### config.mk
export PLATFORM = sky130hd
export DESIGN_NAME = incremental_pid_speed_loop_top
export DESIGN_NICKNAME = d
export VERILOG_FILES = /design/src/design/ipid_pkg.sv /design/src/design/ipid_core.sv /design/src/design/incremental_pid_speed_loop_top.sv
export SDC_FILE = /design/constraint.sdc
export NUM_CORES = 2
export LEC_CHECK = 0
export BUFFER_PORTS_ARGS = -buffer_cell sky130_fd_sc_hd__buf_4
export CAP_MARGIN = 20
export CORE_ASPECT_RATIO = 0.8
export CORE_MARGIN = 3
export CORE_UTILIZATION = 45
export CTS_BUF_LIST = sky130_fd_sc_hd__clkbuf_16
export CTS_CLUSTER_SIZE = 16
export DETAILED_ROUTE_END_ITERATION = 10
export GPL_ROUTABILITY_DRIVEN = 1
export PLACE_DENSITY = 0.62
export SLEW_MARGIN = 10
export SYNTH_ARGS = -nofsm -noshare
export SYNTH_HDL_FRONTEND = slang
export SYNTH_SLANG_ARGS = --single-unit
### constraint.sdc
create_clock -name clk -period 6.6 [get_ports clk]
set_input_delay 0.33 -clock clk [delete_from_list [all_inputs] [get_ports clk]]
set_output_delay 0.33 -clock clk [all_outputs]
set_load 0.01 [all_outputs]
### src/design/ipid_pkg.sv
// shared types, widths and register codes for the incremental pid speed loop
`timescale 1ns / 1ps

package ipid_pkg;

  localparam int SPD_W   = 16;
  localparam int TIME_W  = 16;
  localparam int GAIN_W  = 16;
  localparam int LIMIT_W = 15;
  localparam int DRIVE_W = 24;
  localparam int ERR_W   = 17;
  localparam int D1_W    = 18;
  localparam int D2_W    = 19;
  localparam int PKP_W   = 35;
  localparam int PKI_W   = 34;
  localparam int PKD_W   = 36;
  localparam int INC_W   = 38;
  localparam int SUM_W   = 39;
  localparam int FRAC_W  = 8;
  localparam int CMP_W   = 20;
  localparam int ADDR_W  = 5;
  localparam int DATA_W  = 32;

  localparam logic [GAIN_W-1:0]  RST_RUN_KP   = 16'd15360;
  localparam logic [GAIN_W-1:0]  RST_RUN_KI   = 16'd512;
  localparam logic [GAIN_W-1:0]  RST_RUN_KD   = 16'd0;
  localparam logic [GAIN_W-1:0]  RST_START_KP = 16'd5120;
  localparam logic [GAIN_W-1:0]  RST_START_KI = 16'd640;
  localparam logic [GAIN_W-1:0]  RST_START_KD = 16'd384;
  localparam logic [LIMIT_W-1:0] RST_LIMIT    = 15'd1000;

  typedef enum logic [2:0] {
    REG_RUN_KP   = 3'd0,
    REG_RUN_KI   = 3'd1,
    REG_RUN_KD   = 3'd2,
    REG_START_KP = 3'd3,
    REG_START_KI = 3'd4,
    REG_START_KD = 3'd5,
    REG_LIMIT    = 3'd6
  } reg_idx_t;

  typedef struct packed {
    logic [GAIN_W-1:0] kp;
    logic [GAIN_W-1:0] ki;
    logic [GAIN_W-1:0] kd;
  } gain_set_t;

  typedef struct packed {
    gain_set_t          run;
    gain_set_t          start;
    logic [LIMIT_W-1:0] limit;
  } cfg_regs_t;

endpackage

### src/design/ipid_core.sv
// five-stage pid datapath: input, error differences, products, increment, clamped accumulate
`timescale 1ns / 1ps

module ipid_core (
  input  logic                                 clk,
  input  logic                                 rst_n,
  input  ipid_pkg::cfg_regs_t                  cfg,
  input  logic                                 in_valid,
  output logic                                 in_ready,
  input  logic signed [ipid_pkg::SPD_W-1:0]    in_measured_speed,
  input  logic signed [ipid_pkg::SPD_W-1:0]    in_target_speed,
  input  logic        [ipid_pkg::TIME_W-1:0]   in_elapsed_time,
  input  logic        [ipid_pkg::TIME_W-1:0]   in_base_period,
  output logic                                 out_valid,
  input  logic                                 out_ready,
  output logic signed [ipid_pkg::DRIVE_W-1:0]  out_drive_value
);
  import ipid_pkg::*;

  // stage valid bits and per-stage free flags
  logic v1_r, v2_r, v3_r, v4_r, v5_r;
  logic free1, free2, free3, free4, free5;

  // stage 1: input register
  logic signed [SPD_W-1:0]  meas_s1_r, targ_s1_r;
  logic        [TIME_W-1:0] elap_s1_r, base_s1_r;

  // stage 2: errors and selected gains
  logic signed [ERR_W-1:0]  e0_s2_r;
  logic signed [D1_W-1:0]   d1_s2_r;
  logic signed [D2_W-1:0]   d2_s2_r;
  gain_set_t                gains_s2_r;
  logic signed [ERR_W-1:0]  e1_r, e2_r;

  // stage 3: products
  logic signed [PKP_W-1:0]  pkp_s3_r;
  logic signed [PKI_W-1:0]  pki_s3_r;
  logic signed [PKD_W-1:0]  pkd_s3_r;

  // stage 4: increment
  logic signed [INC_W-1:0]  inc_s4_r;

  // stage 5: accumulated drive, also the result register
  logic signed [DRIVE_W-1:0] accum_r;

  logic signed [ERR_W-1:0]  e0_c;
  logic signed [D1_W-1:0]   d1_c;
  logic signed [D2_W-1:0]   d2_c;
  logic        [CMP_W-1:0]  tenx_c, threex_c;
  logic                     startup_c;
  gain_set_t                gains_c;
  logic signed [GAIN_W:0]   kp_c, ki_c, kd_c;
  logic signed [PKP_W-1:0]  pkp_c;
  logic signed [PKI_W-1:0]  pki_c;
  logic signed [PKD_W-1:0]  pkd_c;
  logic signed [INC_W-1:0]  inc_c;
  logic signed [SUM_W-1:0]  sum_c, bound_c, nbound_c, clamp_c;

  assign free5    = !v5_r || out_ready;
  assign free4    = !v4_r || free5;
  assign free3    = !v3_r || free4;
  assign free2    = !v2_r || free3;
  assign free1    = !v1_r || free2;
  assign in_ready = free1;

  always_ff @(posedge clk) begin
    if (!rst_n) begin
      v1_r <= 1'b0;
      v2_r <= 1'b0;
      v3_r <= 1'b0;
      v4_r <= 1'b0;
      v5_r <= 1'b0;
    end else begin
      if (free1) v1_r <= in_valid;
      if (free2) v2_r <= v1_r;
      if (free3) v3_r <= v2_r;
      if (free4) v4_r <= v3_r;
      if (free5) v5_r <= v4_r;
    end
  end

  // error history and drive accumulator are loop state
  always_ff @(posedge clk) begin
    if (!rst_n) begin
      e1_r    <= '0;
      e2_r    <= '0;
      accum_r <= '0;
    end else begin
      if (free2 && v1_r) begin
        e2_r <= e1_r;
        e1_r <= e0_c;
      end
      if (free5 && v4_r) accum_r <= clamp_c[DRIVE_W-1:0];
    end
  end

  // stage 2 logic
  assign e0_c = {targ_s1_r[SPD_W-1], targ_s1_r} - {meas_s1_r[SPD_W-1], meas_s1_r};
  assign d1_c = {e0_c[ERR_W-1], e0_c} - {e1_r[ERR_W-1], e1_r};
  assign d2_c = {{2{e0_c[ERR_W-1]}}, e0_c} - {e1_r[ERR_W-1], e1_r, 1'b0}
              + {{2{e2_r[ERR_W-1]}}, e2_r};

  // 10*elapsed <= 3*base picks the start-up gains
  assign tenx_c    = {1'b0, elap_s1_r, 3'b000} + {3'b000, elap_s1_r, 1'b0};
  assign threex_c  = {3'b000, base_s1_r, 1'b0} + {4'b0000, base_s1_r};
  assign startup_c = (tenx_c <= threex_c);
  assign gains_c   = startup_c ? cfg.start : cfg.run;

  // stage 3 logic
  assign kp_c  = {1'b0, gains_s2_r.kp};
  assign ki_c  = {1'b0, gains_s2_r.ki};
  assign kd_c  = {1'b0, gains_s2_r.kd};
  assign pkp_c = kp_c * d1_s2_r;
  assign pki_c = ki_c * e0_s2_r;
  assign pkd_c = kd_c * d2_s2_r;

  // stage 4 logic
  assign inc_c = {{(INC_W-PKP_W){pkp_s3_r[PKP_W-1]}}, pkp_s3_r}
               + {{(INC_W-PKI_W){pki_s3_r[PKI_W-1]}}, pki_s3_r}
               + {{(INC_W-PKD_W){pkd_s3_r[PKD_W-1]}}, pkd_s3_r};

  // stage 5 logic: accumulate then clamp to +/- limit in q16.8
  assign sum_c    = {{(SUM_W-DRIVE_W){accum_r[DRIVE_W-1]}}, accum_r}
                  + {{(SUM_W-INC_W){inc_s4_r[INC_W-1]}}, inc_s4_r};
  assign bound_c  = {{(SUM_W-LIMIT_W-FRAC_W){1'b0}}, cfg.limit, {FRAC_W{1'b0}}};
  assign nbound_c = -bound_c;

  always_comb begin
    if (sum_c >= bound_c) begin
      clamp_c = bound_c;
    end else if (sum_c <= nbound_c) begin
      clamp_c = nbound_c;
    end else begin
      clamp_c = sum_c;
    end
  end

  always_ff @(posedge clk) begin
    if (free1 && in_valid) begin
      meas_s1_r <= in_measured_speed;
      targ_s1_r <= in_target_speed;
      elap_s1_r <= in_elapsed_time;
      base_s1_r <= in_base_period;
    end
    if (free2 && v1_r) begin
      e0_s2_r    <= e0_c;
      d1_s2_r    <= d1_c;
      d2_s2_r    <= d2_c;
      gains_s2_r <= gains_c;
    end
    if (free3 && v2_r) begin
      pkp_s3_r <= pkp_c;
      pki_s3_r <= pki_c;
      pkd_s3_r <= pkd_c;
    end
    if (free4 && v3_r) inc_s4_r <= inc_c;
  end

  assign out_valid       = v5_r;
  assign out_drive_value = accum_r;

endmodule

### src/design/incremental_pid_speed_loop_top.sv
// top level: apb register file and the pid datapath
//
//   channel  direction  handshake        payload
//   in       input      in_valid/ready   measured_speed, target_speed, elapsed_time, base_period
//   out      output     out_valid/ready  drive_value (q16.8)
//   cfg      apb write  psel/penable     gains q8.8 and drive limit, byte address 4*index
//
// one item per cycle while out_ready keeps the result draining; an accepted item passes the input,
// error difference, multiplier and increment registers before the result register loads (five
// register stages: input, error differences, multipliers, increment sum, accumulate/clamp)
// rst_n is synchronous: clears the error history, the drive accumulator and all stage
// valid bits, and loads the default gains and limit
// a stalled result holds only the stages that are full behind it; empty stages keep filling
`timescale 1ns / 1ps

module incremental_pid_speed_loop_top (
  input  logic                                 clk,
  input  logic                                 rst_n,
  input  logic                                 in_valid,
  output logic                                 in_ready,
  input  logic signed [ipid_pkg::SPD_W-1:0]    in_measured_speed,
  input  logic signed [ipid_pkg::SPD_W-1:0]    in_target_speed,
  input  logic        [ipid_pkg::TIME_W-1:0]   in_elapsed_time,
  input  logic        [ipid_pkg::TIME_W-1:0]   in_base_period,
  output logic                                 out_valid,
  input  logic                                 out_ready,
  output logic signed [ipid_pkg::DRIVE_W-1:0]  out_drive_value,
  input  logic                                 psel,
  input  logic                                 penable,
  input  logic                                 pwrite,
  input  logic        [ipid_pkg::ADDR_W-1:0]   paddr,
  input  logic        [ipid_pkg::DATA_W-1:0]   pwdata,
  output logic        [ipid_pkg::DATA_W-1:0]   prdata,
  output logic                                 pready
);
  import ipid_pkg::*;

  cfg_regs_t regs_r;
  reg_idx_t  idx;
  logic      wr_en;

  assign pready = 1'b1;
  assign idx    = reg_idx_t'(paddr[ADDR_W-1:2]);
  assign wr_en  = psel && penable && pwrite && pready;

  always_ff @(posedge clk) begin
    if (!rst_n) begin
      regs_r.run.kp   <= RST_RUN_KP;
      regs_r.run.ki   <= RST_RUN_KI;
      regs_r.run.kd   <= RST_RUN_KD;
      regs_r.start.kp <= RST_START_KP;
      regs_r.start.ki <= RST_START_KI;
      regs_r.start.kd <= RST_START_KD;
      regs_r.limit    <= RST_LIMIT;
    end else if (wr_en) begin
      case (idx)
        REG_RUN_KP:   regs_r.run.kp   <= pwdata[GAIN_W-1:0];
        REG_RUN_KI:   regs_r.run.ki   <= pwdata[GAIN_W-1:0];
        REG_RUN_KD:   regs_r.run.kd   <= pwdata[GAIN_W-1:0];
        REG_START_KP: regs_r.start.kp <= pwdata[GAIN_W-1:0];
        REG_START_KI: regs_r.start.ki <= pwdata[GAIN_W-1:0];
        REG_START_KD: regs_r.start.kd <= pwdata[GAIN_W-1:0];
        REG_LIMIT:    regs_r.limit    <= pwdata[LIMIT_W-1:0];
        default: ;
      endcase
    end
  end

  always_comb begin
    case (idx)
      REG_RUN_KP:   prdata = {{(DATA_W-GAIN_W){1'b0}}, regs_r.run.kp};
      REG_RUN_KI:   prdata = {{(DATA_W-GAIN_W){1'b0}}, regs_r.run.ki};
      REG_RUN_KD:   prdata = {{(DATA_W-GAIN_W){1'b0}}, regs_r.run.kd};
      REG_START_KP: prdata = {{(DATA_W-GAIN_W){1'b0}}, regs_r.start.kp};
      REG_START_KI: prdata = {{(DATA_W-GAIN_W){1'b0}}, regs_r.start.ki};
      REG_START_KD: prdata = {{(DATA_W-GAIN_W){1'b0}}, regs_r.start.kd};
      REG_LIMIT:    prdata = {{(DATA_W-LIMIT_W){1'b0}}, regs_r.limit};
      default:      prdata = '0;
    endcase
  end

  ipid_core u_core (
    .clk               (clk),
    .rst_n             (rst_n),
    .cfg               (regs_r),
    .in_valid          (in_valid),
    .in_ready          (in_ready),
    .in_measured_speed (in_measured_speed),
    .in_target_speed   (in_target_speed),
    .in_elapsed_time   (in_elapsed_time),
    .in_base_period    (in_base_period),
    .out_valid         (out_valid),
    .out_ready         (out_ready),
    .out_drive_value   (out_drive_value)
  );

endmodule

Yosys cells after proc, flatten, opt, wreduce, memory -nomap -nowiden
Index checks and enable logic that the tools add are counted.

word-level totals
  flip-flop bits (word level) = 483
  latch bits = 0
  bits in writable memories = 0
  memory bits (read-only) = 0
  input port bits = 108
  output and inout bits = 59
  logic and storage cells = 80
  memories = 0

operators by class
  $add $sub $neg = 10
  multiply operators = 3
  divide/modulo/power cells = 0
  magnitude comparators = 3
  eq/ne operators = 6
  shift-type cells = 0
  mux-type cells = 4
  bitwise gates (word level) = 0
  reductions and logical operators = 25

operators by type and width
  operator            count
  $pmux 16 s7         1
  $mux 24             2
  $mux 48             1
  $add 24x38->39      1
  $ge 39x24->1        1
  $le 39x39->1        1
  $neg 23->39         1
  $add 38x38->38      1
  $add 35x34->36      1
  $mul 17x19->36      1
  $mul 17x18->35      1
  $mul 17x17->34      1
  $add 19x17->20      1
  $le 20x20->1        1
  $add 19x19->19      1
  $sub 17x18->19      1
  $add 17x16->18      1
  $sub 17x17->18      1
  $sub 16x16->17      1
  $reduce_and 2->1    7
  $eq 3x3->1 const B  3
  $logic_and 1x1->1   7
  $eq 3x2->1 const B  2
  $logic_not 1->1     5
  3 further kinds     7

Logic depth before layout (Yosys ltp)
  word-level depth = 7
  mapped depth = 27
  depth with buffers taken out = 26

Hierarchy
From an unflattened synthesis, not the netlist that was laid out.

second synthesis, totals
  cell total of the unflattened synthesis = 6,130
  area total of the unflattened synthesis = 59,507.1 um2

by module, submodules not included
  module                          times used  cells each  area an instance (um2)  seq. area each (um2)
  ipid_core                       1           5,601       54,199.5                10,510.1
  incremental_pid_speed_loop_top  1           529         5,307.6                 2,222.1

Worst setup path after synthesis
No wires, ideal clock.

  path kind = register to register
  start = register u_core.gains_s2_r[34] in the netlist's numbering
  end = register u_core.pkp_s3_r[34], data pin
  library setup time = 207 ps
  arrival = 6,822 ps
  required time = 6,393 ps
  path slack = -429 ps
  cell stages (with the launch flop) = 26
  buffers on the path = 2
  period minus slack after synthesis = 7,029 ps
  cells stage by stage = edfxtp_1 -> clkbuf_1 -> clkbuf_1 -> nand2_1 -> fa_1 -> fa_1 -> inv_1 -> fa_1 -> fa_1 -> inv_1 -> fa_1 -> fa_1 -> inv_1 -> ha_1 -> a21o_1 -> a21o_1 -> a21o_1 -> nor3_1 -> o21ai_1 -> o31ai_1 -> a211oi_1 -> o211ai_1 -> a21oi_1 -> o41ai_1 -> mux2i_1 -> a2111oi_0

on the way
  longest elaborated chain between the ends = 1

ends and longest elaborated chain
  element                   line              source
  start: declaration        ipid_core.sv:32   gain_set_t gains_s2_r;
  start signal: assignment  ipid_core.sv:149  gains_s2_r <= gains_c;
  $mul 17x18->35            ipid_core.sv:113  assign pkp_c = kp_c * d1_s2_r;
  via u_core.pkp_c[34]      ipid_core.sv:53   logic signed [PKP_W-1:0] pkp_c;
  end signal: assignment    ipid_core.sv:152  pkp_s3_r <= pkp_c;
  end: declaration          ipid_core.sv:36   logic signed [PKP_W-1:0] pkp_s3_r;

The timed path passes the listed nets, and every way through them passes these cells.
A chain may end at the register's enable or synchronous reset.

Worst setup path after layout
Same ends and word-level chain as after synthesis.

==> results.sh <==
export IMPL_fmax_mhz=150
export IMPL_ys_warn_count=0
export IMPL_post_route_period_util_pct=101
export IMPL_critPathMaxFanout=3
export IMPL_via_per_inst=5.27
export IMPL_grt_max_degree=100
export IMPL_cts_root_buffer="clkbuf_16"
export IMPL_numCtsBuffers=55
export IMPL_final_cell_area_um2=68700
export IMPL_avgSynthCellArea_um2=9.38
export IMPL_num_rows=119
export IMPL_place_area_um2=65300
export IMPL_rsz0062_at_grt="true"
export IMPL_core_um2=132000
export IMPL_grt_pass1_wl_mm=268
export IMPL_synth_top_area_share_pct=27.6
export IMPL_firstDrtPassIters=6
export IMPL_fin_nets=8336
export IMPL_synth_async_reset_ratio_pct=0
export IMPL_violations="setup timing"
export IMPL_grt_use_total_pct=24.8
export IMPL_post_route_util_pct=51.9
export IMPL_yosys_top_cells_area="fa_1 28%, edfxtp_1 15%, ha_1 12%, inv_1 7.5%, dfxtp_1 5.8%"
export IMPL_clkTransAtPathRegs_ns=0.07
export IMPL_relSlewSlack_pct=22.3
export IMPL_worstSkewPairLatency_ns=0.69
export IMPL_grt_pass1_vias=46000
export IMPL_slew_viol_final=0
export IMPL_drc=0
export IMPL_synth_edf_count=309
export IMPL_cts_max_path_buffers=3
export IMPL_ant_nets=0
export IMPL_cts_tree="yes"
export IMPL_cp_required_ns=7.06
export IMPL_antenna_found_initial=13
export IMPL_initial_core_util_pct=45.6
export IMPL_start_kind="register"
export IMPL_io_pins=167
export IMPL_hpwlAfterDp_mm=142
export IMPL_hp_class="primary input to register"
export IMPL_cts_sinks=483
export IMPL_setup_viol=1
export IMPL_critical_path_class="register to register"
export IMPL_fin_ws_ns=-0.0875
export IMPL_pre_cts_slack_ns=-0.357
export IMPL_synth_commonest_cells="1209 x inv_1, 871 x nand2_1, 833 x fa_1, 562 x ha_1, 421 x and2_1"
export IMPL_synthCells=6437
export IMPL_chipWidth_um=415
export IMPL_io_buffer_count=131
export IMPL_synth_most_common_cell="inv_1"
export IMPL_hold_viol=0
export IMPL_clock_skew_ns=0.0976
export IMPL_syn_area_um2=60400
export IMPL_critPathArrivalTime_ns=7.15
export IMPL_die_y_um=334
export IMPL_wl_per_cell_um=19.8
export IMPL_max_slew_worst_pin_slew_ns=1.15
export IMPL_drive_above_1_share_pct=11.1
export IMPL_htree_levels=2
export IMPL_routed_wl_mm=171
export IMPL_critPathCaptureType="register"
export IMPL_grt_overflow=0
export IMPL_status="finished, violations left"
export IMPL_dieArea_um2=139000
export IMPL_syn_to_final_growth_pct=13.8
export IMPL_vias=45500
export IMPL_ys_ff_latch=483
export IMPL_timing_final_crit_period_ns=6.69
export IMPL_seq_area_frac_synth_pct=21.1
export IMPL_drtIter0Drc=3770
export IMPL_drv_cap=0
export IMPL_synth_main_ff_cell="edfxtp_1"
export IMPL_holdWs_ns=0.0562
export IMPL_ys_types=87
export IMPL_yosysTopAreaCell="fa_1"
export IMPL_routabilityCongestion=0.954
## final cells by class
class,count,area (um^2)
Clock buffer,58,1450
Fill cell,12000,63700
Multi-Input combinational cell,4527,42700
Timing Repair Buffer,556,4590
Antenna cell,5,12.5
Sequential cell,483,12800
Clock inverter,45,458
Tap cell,1754,2190
Inverter,1210,4540
## layer usage
| layer | share of wire, % | track usage (%) | up-vias |
|---|---|---|---|
| met5 | 0 | 0 | - |
| met4 | 2.6 | 5.98 | 0 |
| met3 | 7.7 | 3.64 | 162 |
| met2 | 43 | 37.7 | 1409 |
| met1 | 47 | 37.1 | 22600 |
| li1 | - | - | 21300 |
## per-stage QoR
step           TNS [ns]  instances
2_1_floorplan         0       6452
3_3_place_gp     -0.702       8424
3_5_place_dp      -1.35       8424
4_1_cts          -0.299       8618
5_1_grt           -1.11       8633
6_report        -0.0875       8638
## cells by family (layout without fill, tap and decap cells)
kind of cell / count (synthesis) / count (layout) / share of synthesized area, %
other cells: 2 / 22 / 0.0124
simple gates: 1883 / 1883 / 14.9
fa+ha+maj: 1395 / 1395 / 39.3
xor+xnor: 256 / 256 / 3.71
compound gates: 889 / 889 / 10.1
mux: 87 / 87 / 1.74
buf+inv: 1442 / 1869 / 9.10
flops: 483 / 483 / 21.1
## sequential cells by signal, indices dropped and copies added, names as in the netlist
signal	cells
u_core.pki_s3_r	34
u_core.pkp_s3_r	35
u_core.pkd_s3_r	36
u_core.e0_s2_r	17
u_core.v2_r	1
u_core.gains_s2_r	48
u_core.base_s1_r	16
u_core.e1_r	17
u_core.out_valid	1
u_core.targ_s1_r	16
u_core.meas_s1_r	16
u_core.elap_s1_r	16
regs_r	111
u_core.d2_s2_r	19
u_core.d1_s2_r	18
u_core.v3_r	1
u_core.v4_r	1
u_core.v1_r	1
u_core.out_drive_value	24
u_core.e2_r	17
u_core.inc_s4_r	38
## worst paths after layout
check | startpoint | end | slack [ns] | depth (start not counted)
setup / recovery | u_core.gains_s2_r[34] | u_core.pkp_s3_r[34] | -0.09 | 24
hold / removal | in_valid | u_core.v1_r | 0.06 | 3
setup reg to reg | u_core.gains_s2_r[34] | u_core.pkp_s3_r[34] | -0.09 | 24
hold reg to reg | u_core.e1_r[9] | u_core.e2_r[9] | 0.46 | 2
## worst max-delay path, cell delays in order (launching register included)
cell	delay (ns)
edfxtp_1	0.42
and2_4	0.17
fa_1	0.54
inv_2	0.05
fa_1	0.55
inv_2	0.04
fa_1	0.54
inv_2	0.05
fa_1	0.51
fa_1	0.43
fa_1	0.52
inv_2	0.06
ha_4	0.21
a21o_1	0.18
a21o_1	0.19
a21o_1	0.19
nor3_4	0.27
o21ai_4	0.10
o31ai_4	0.22
a211oi_2	0.12
o211ai_1	0.27
a21oi_2	0.11
o41ai_2	0.29
mux2i_1	0.14
a2111oi_2	0.28
## cells in the final DEF (no fill, tap or decap), types with 23 or more instances in the layout
cell type,n
inv_1,1202
nand2_1,870
fa_1,821
ha_1,549
buf_4,451
and2_1,412
edfxtp_1,309
a21oi_1,221
xnor2_1,192
nor2_1,189
dfxtp_1,174
a21boi_0,135
a21o_1,113
o21ai_0,91
nand3_1,88
dlygate4sd3_1,80
xor2_1,64
clkbuf_16,58
nor2b_1,55
mux2_2,55
nor3_1,49
nand4_1,45
o21bai_1,44
and3_1,38
o21a_1,38
nand2b_1,35
mux2i_1,23
## repair_timing
action / 4_1_cts / 5_1_grt
setup buffers: 13 / 15
gates resized for setup: 54 / 59
setup endpoints to repair: 10 / 23
hold endpoints to repair: 169 / 0
pin swaps: 52 / 45
hold buffers: 80 / 0
gates cloned: 0 / 0
Power is left out: the tool's default activity adds up to more than one toggle a clock period on the data nets, which glitch-free logic cannot reach.
